### src/rtl/pgcr_pkg.sv
package pgcr_pkg;
  localparam int FontBytesDef = 4096;
  localparam int MaxWidthDef  = 64;
  localparam int MaxHeightDef = 32;
  localparam int QDepth       = 2;

  localparam logic [1:0] ModeWrite  = 2'd0;
  localparam logic [1:0] ModeDraw   = 2'd1;
  localparam logic [1:0] ModeCursor = 2'd2;
  localparam logic [1:0] ModeNone   = 2'd3;

  localparam logic [2:0] RegFixed   = 3'd0;
  localparam logic [2:0] RegXScale  = 3'd1;
  localparam logic [2:0] RegYScale  = 3'd2;
  localparam logic [2:0] RegSpacing = 3'd3;
  localparam logic [2:0] RegMaxX    = 3'd4;

  typedef struct packed {
    logic [1:0]  mode;
    logic [11:0] font_addr;
    logic [7:0]  font_byte;
    logic [7:0]  char_code;
    logic [15:0] new_cursor_x;
    logic [15:0] new_cursor_y;
  } item_t;

  function automatic logic is_thai(input logic [7:0] c);
    is_thai = (c >= 8'hd4 && c <= 8'hda) || (c >= 8'he7 && c <= 8'hec) || c == 8'hd1;
  endfunction
endpackage

### src/rtl/pgcr_front.sv
module pgcr_front
  import pgcr_pkg::*;
(
  input  logic        clk,
  input  logic        rst,
  input  logic        in_valid,
  output logic        in_ready,
  input  item_t       in_item,
  output logic        q_valid,
  input  logic        q_ready,
  output item_t       q_item
);
  item_t  buf_q [QDepth];
  logic   wr_ptr, rd_ptr;
  logic [1:0] count;

  assign in_ready = (count != 2'd2);
  assign q_valid  = (count != 2'd0);
  assign q_item   = buf_q[rd_ptr];

  // mode 3 transactions are dropped here and never reach the back end
  always_ff @(posedge clk) begin
    if (rst) begin
      wr_ptr <= 1'b0;
      rd_ptr <= 1'b0;
      count  <= 2'd0;
    end else begin
      if (in_valid && in_ready && in_item.mode != ModeNone) begin
        buf_q[wr_ptr] <= in_item;
        wr_ptr <= ~wr_ptr;
      end
      if (q_valid && q_ready) rd_ptr <= ~rd_ptr;
      count <= count + 2'(in_valid && in_ready && in_item.mode != ModeNone)
                     - 2'(q_valid && q_ready);
    end
  end
endmodule

### config.mk
export PLATFORM = sky130hd
export DESIGN_NAME = pgcr_front
export DESIGN_NICKNAME = d
export VERILOG_FILES = /design/src/rtl/pgcr_pkg.sv /design/src/rtl/pgcr_front.sv
export SDC_FILE = /design/constraint.sdc
export NUM_CORES = 1
export LEC_CHECK = 0
export BUFFER_PORTS_ARGS = -buffer_cell sky130_fd_sc_hd__clkbuf_2
export CAP_MARGIN = 20
export CORE_ASPECT_RATIO = 1.25
export CORE_MARGIN = 2
export CORE_UTILIZATION = 45
export DETAILED_ROUTE_END_ITERATION = 7
export PLACE_DENSITY = 0.81
export REMOVE_ABC_BUFFERS = 1
export SLEW_MARGIN = 20
export SYNTH_ARGS = -nofsm -noshare
export SYNTH_HDL_FRONTEND = slang
export SYNTH_SLANG_ARGS = --single-unit
### constraint.sdc
create_clock -name clk -period 12.7 [get_ports clk]
set_input_delay 0.635 -clock clk [delete_from_list [all_inputs] [get_ports clk]]
set_output_delay 0.635 -clock clk [all_outputs]
set_load 0.005 [all_outputs]
* Word-level counts from Yosys, hierarchy flattened
Memories as Yosys holds them, arrays and structs flattened. A register that Yosys moved wholly into a read port is not among the register bits. Cells that the tools add are included.
Storage, ports and cells: memory bits (writable) 124, register bits 4, memories 1, ROM bits 0, latch bits 0
Memory list:
- buf_q | words 2, width 62, read ports 1, clocked after memory_dff 1, write ports 1, RTL line pgcr_front.sv:13 | item_t buf_q [QDepth];
Operators by class: bitwise logic cells 2, muxes and demuxes 5, $mul 0, equality and inequality tests 2, magnitude comparators 0, reduce and logical (&&, ||, !) cells 4, div/mod/pow operators 0, shifts and indexed selects 0, $add $sub $neg 2
Operators with widths (count):
- two-way mux 1 bit | 5
- inequality test 2 bit, second input constant | 2
- logical AND 1 bit | 3
- adder 2 x 1 -> 2 bit | 1
- inverter 1 bit | 2
- nonzero test 2 bit | 1
- subtractor 2 x 1 -> 2 bit | 1

* Logic depth before layout (Yosys ltp)
depth after elaboration 6, mapped depth 8, gate-level depth less buffers 8

* Worst setup path after synthesis
No wires, ideal clock.
kind input to register, from input in_item[60] in the netlist's numbering, to memory buf_q[1][0] in the netlist's numbering (enable), arrival 5370 ps, stages 3, data required time 12128 ps, slack 6758 ps, buffers on the path 0, cells stage by stage nand2_1 > nand3_4 > nor3b_1
Between the ends: cells in the longest elaborated chain, start to end 5
Ends and longest elaborated chain:
- start, declared | RTL line pgcr_front.sv:8 | input item_t in_item,
- inequality test 2 bit | RTL line pgcr_front.sv:28 | if (in_valid && in_ready && in_item.mode != ModeNone) begin
- logical AND 1 bit | RTL line pgcr_front.sv:28
- two-way mux 1 bit | RTL line pgcr_front.sv:28
- two-way mux 1 bit | RTL line pgcr_front.sv:23 | if (rst) begin
- two-way mux 1 bit (not written as such) | RTL line pgcr_front.sv:29 | buf_q[wr_ptr] <= in_item;
- end, declared | RTL line pgcr_front.sv:13
Every way passes these cells.

==> flow_metrics.tcl <==
set metrics [dict create \
    track_usage 0.135 \
    final_cells 514 \
    finalCritPeriodShare 0.188 \
    syn_inst 219 \
    fmax_mhz 419 \
    pre_cts_slack_ps 10600 \
    gp_congestion 0.664 \
    die_area_um2 12100 \
    core-area_um2 11000 \
    postCtsSetupBuffers 0 \
    total_power_w 0.00126 \
    maxCapViolCount 0 \
    ys_types 20 \
    yosys_warnings 0 \
    drc 0 \
    use_met2 0.229 \
    antenna_left 0 \
    period_needed_ps 2380 \
    area_growth_pct 26.5 \
    die_w_um 98.6 \
    cts_buffer_depth 2 \
    ys_ff_latch 129 \
    wl_per_cell_um 15.6 \
    powerDensity_nw_per_um2 197 \
    finalClockSkew_ps 6.10 \
    cts_root_buffer "clkbuf_16" \
    clkLatencyLatePin_ps 400 \
    syn_area_per_cell_um2 23.0 \
    fillerInstances 840 \
    io_pins 130 \
    cts_tree "built" \
    tns_ps 0 \
    hp-class "input pin to register" \
    synth_area_um2 5030 \
    ir_worst_vdd_mv 0.103 \
    place_hpwl_um 5480 \
    required_ps 12060 \
    start_kind "register" \
    htreeDepth 4 \
    antenna_found_initial 0 \
    dp_cells 482 \
    die_y_um 122 \
    overflow 0 \
    endpoint_kind "output port" \
    slew_headroom 0.604 \
    report.final.slew_viol_count 0 \
    row_count 43 \
    hold_viol_final 0 \
    outcome "finished, final reports clean" \
    layout.nets 434 \
    synth_edf_count 124 \
    drt-total-wl_um 8030 \
    grt_util_met1 0.146 \
    drive_gt1_frac 0.617 \
    via_per_inst 4.83 \
    path_max_fanout 21 \
    drt_pass1_iterations 4 \
    cts_buffers 17 \
    numPortBuffers 129 \
    crit_arrival_ps 1750 \
    grt_use_met3 0.0592 \
    grt_setup_unrepaired "no" \
    vias 2483 \
    start_util 0.456 \
    grt_pass1_wl_um 12000 \
    fin_ws_ps 10320 \
    post_cts_resized 0 \
    tightest_slew_ps 593 \
    diodes 0 \
    final_core_util 0.578 \
    drtIter0Drc 94 \
    yosysSeqAreaShare 0.759 \
    worstRegToRegCells 4 \
    grt_max_degree 44 \
    leakagePower_nw 2.53 \
    grt.busiest_layer "met2" \
    grt_pass1_vias 2454 \
    hold_depth 1 \
    critPathKind "register to output port" \
    finalSetupViolCount 0 \
    ys.flop_type "edfxtp_1" \
    cts_hold_buf 0 \
    clk_pin_slew_ps 60 \
    cts_sinks 129 \
    synthArstFlopShare 0 \
]
cell usage after synthesis, drive strengths merged, types with 2 or more instances:
library cell,count,area (um2)
edfxtp,124,3720
mux2,63,938
buf,7,131
dfxtp,5,100
nor2,4,15.0
ha,2,25.0
nor2b,2,12.5
nor3,2,10.0
layout by cell type, fill, tap and decap left out, types with 2 or more instances in the layout:
| cell type | instances |
|---|---|
| mux2_4 | 61 |
| inv_6 | 2 |
| clkinv_2 | 4 |
| clkinvlp_4 | 4 |
| nor2_1 | 4 |
| dfxtp_1 | 4 |
| clkbuf_2 | 129 |
| buf_12 | 2 |
| mux2_2 | 2 |
| ha_1 | 2 |
| bufinv_16 | 2 |
| nor2b_1 | 2 |
| edfxtp_1 | 124 |
| buf_4 | 4 |
| clkbuf_16 | 17 |
metal layers:
metal | vias to the layer above | routed length [um] | part of all wire
li1 | 1157 | - | -
met1 | 1233 | 3090 | 0.39
met2 | 85 | 4230 | 0.53
met3 | 8 | 607 | 0.076
met4 | 0 | 106 | 0.013
met5 | - | 0 | 0
worst max-delay path: stages, from the launching register on:
cell	delay, ps
dfxtp_4	610
buf_12	260
mux2_2	360
clkbuf_2	110
state kept, by name (all words and copies together), names as in the netlist, named ones only:
name	count
wr_ptr	1
buf_q	124
rd_ptr	1
count	2
path summary, 6_finish.rpt:
path	from	end	slack, ps
max	register	q_item[61]	10320
min	in_item[0]	buf_q[0][0]	420
max reg2reg	count[0]	buf_q[1][24]	10950
min reg2reg	rd_ptr	register	510
final cells by class:
type | instances | area [um2] | area share
inverters | 1 | 3.75 | 0.000589
clock inverters | 14 | 140 | 0.0220
multi-input cells | 82 | 1090 | 0.170
well taps | 135 | 169 | 0.0265
repair buffers | 135 | 716 | 0.112
clock buffers | 18 | 429 | 0.0674
flip-flops and latches | 129 | 3830 | 0.601
report_power, final:
group | switching (W) | leakage, nW | internal (W)
Combinational | 0.000106 | 1.09 | 0.000163
Clock | 0.000168 | 0.270 | 0.000288
Sequential | 0.0000255 | 1.17 | 0.000506
Total | 0.000300 | 2.53 | 0.000956
cell families (layout without fill, tap and decap cells):
kind of cell / count (synthesis) / in the layout / synth area share
compound gates: 1 / 1 / 0.00149
xor+xnor: 2 / 2 / 0.00348
fa+ha+maj: 2 / 2 / 0.00497
buf+inv: 8 / 168 / 0.0268
flops: 129 / 129 / 0.759
mux: 63 / 63 / 0.186
simple gates: 14 / 14 / 0.0174
per-stage QoR:
stage               hold WS, ps  area (um2)
global placement            499        5760
finish                      424        6370
global route                407        6370
detailed placement          506        5800
CTS                         408        6370
floorplan                   481        4900
No activity file was read; power rests on OpenSTA's default activity.
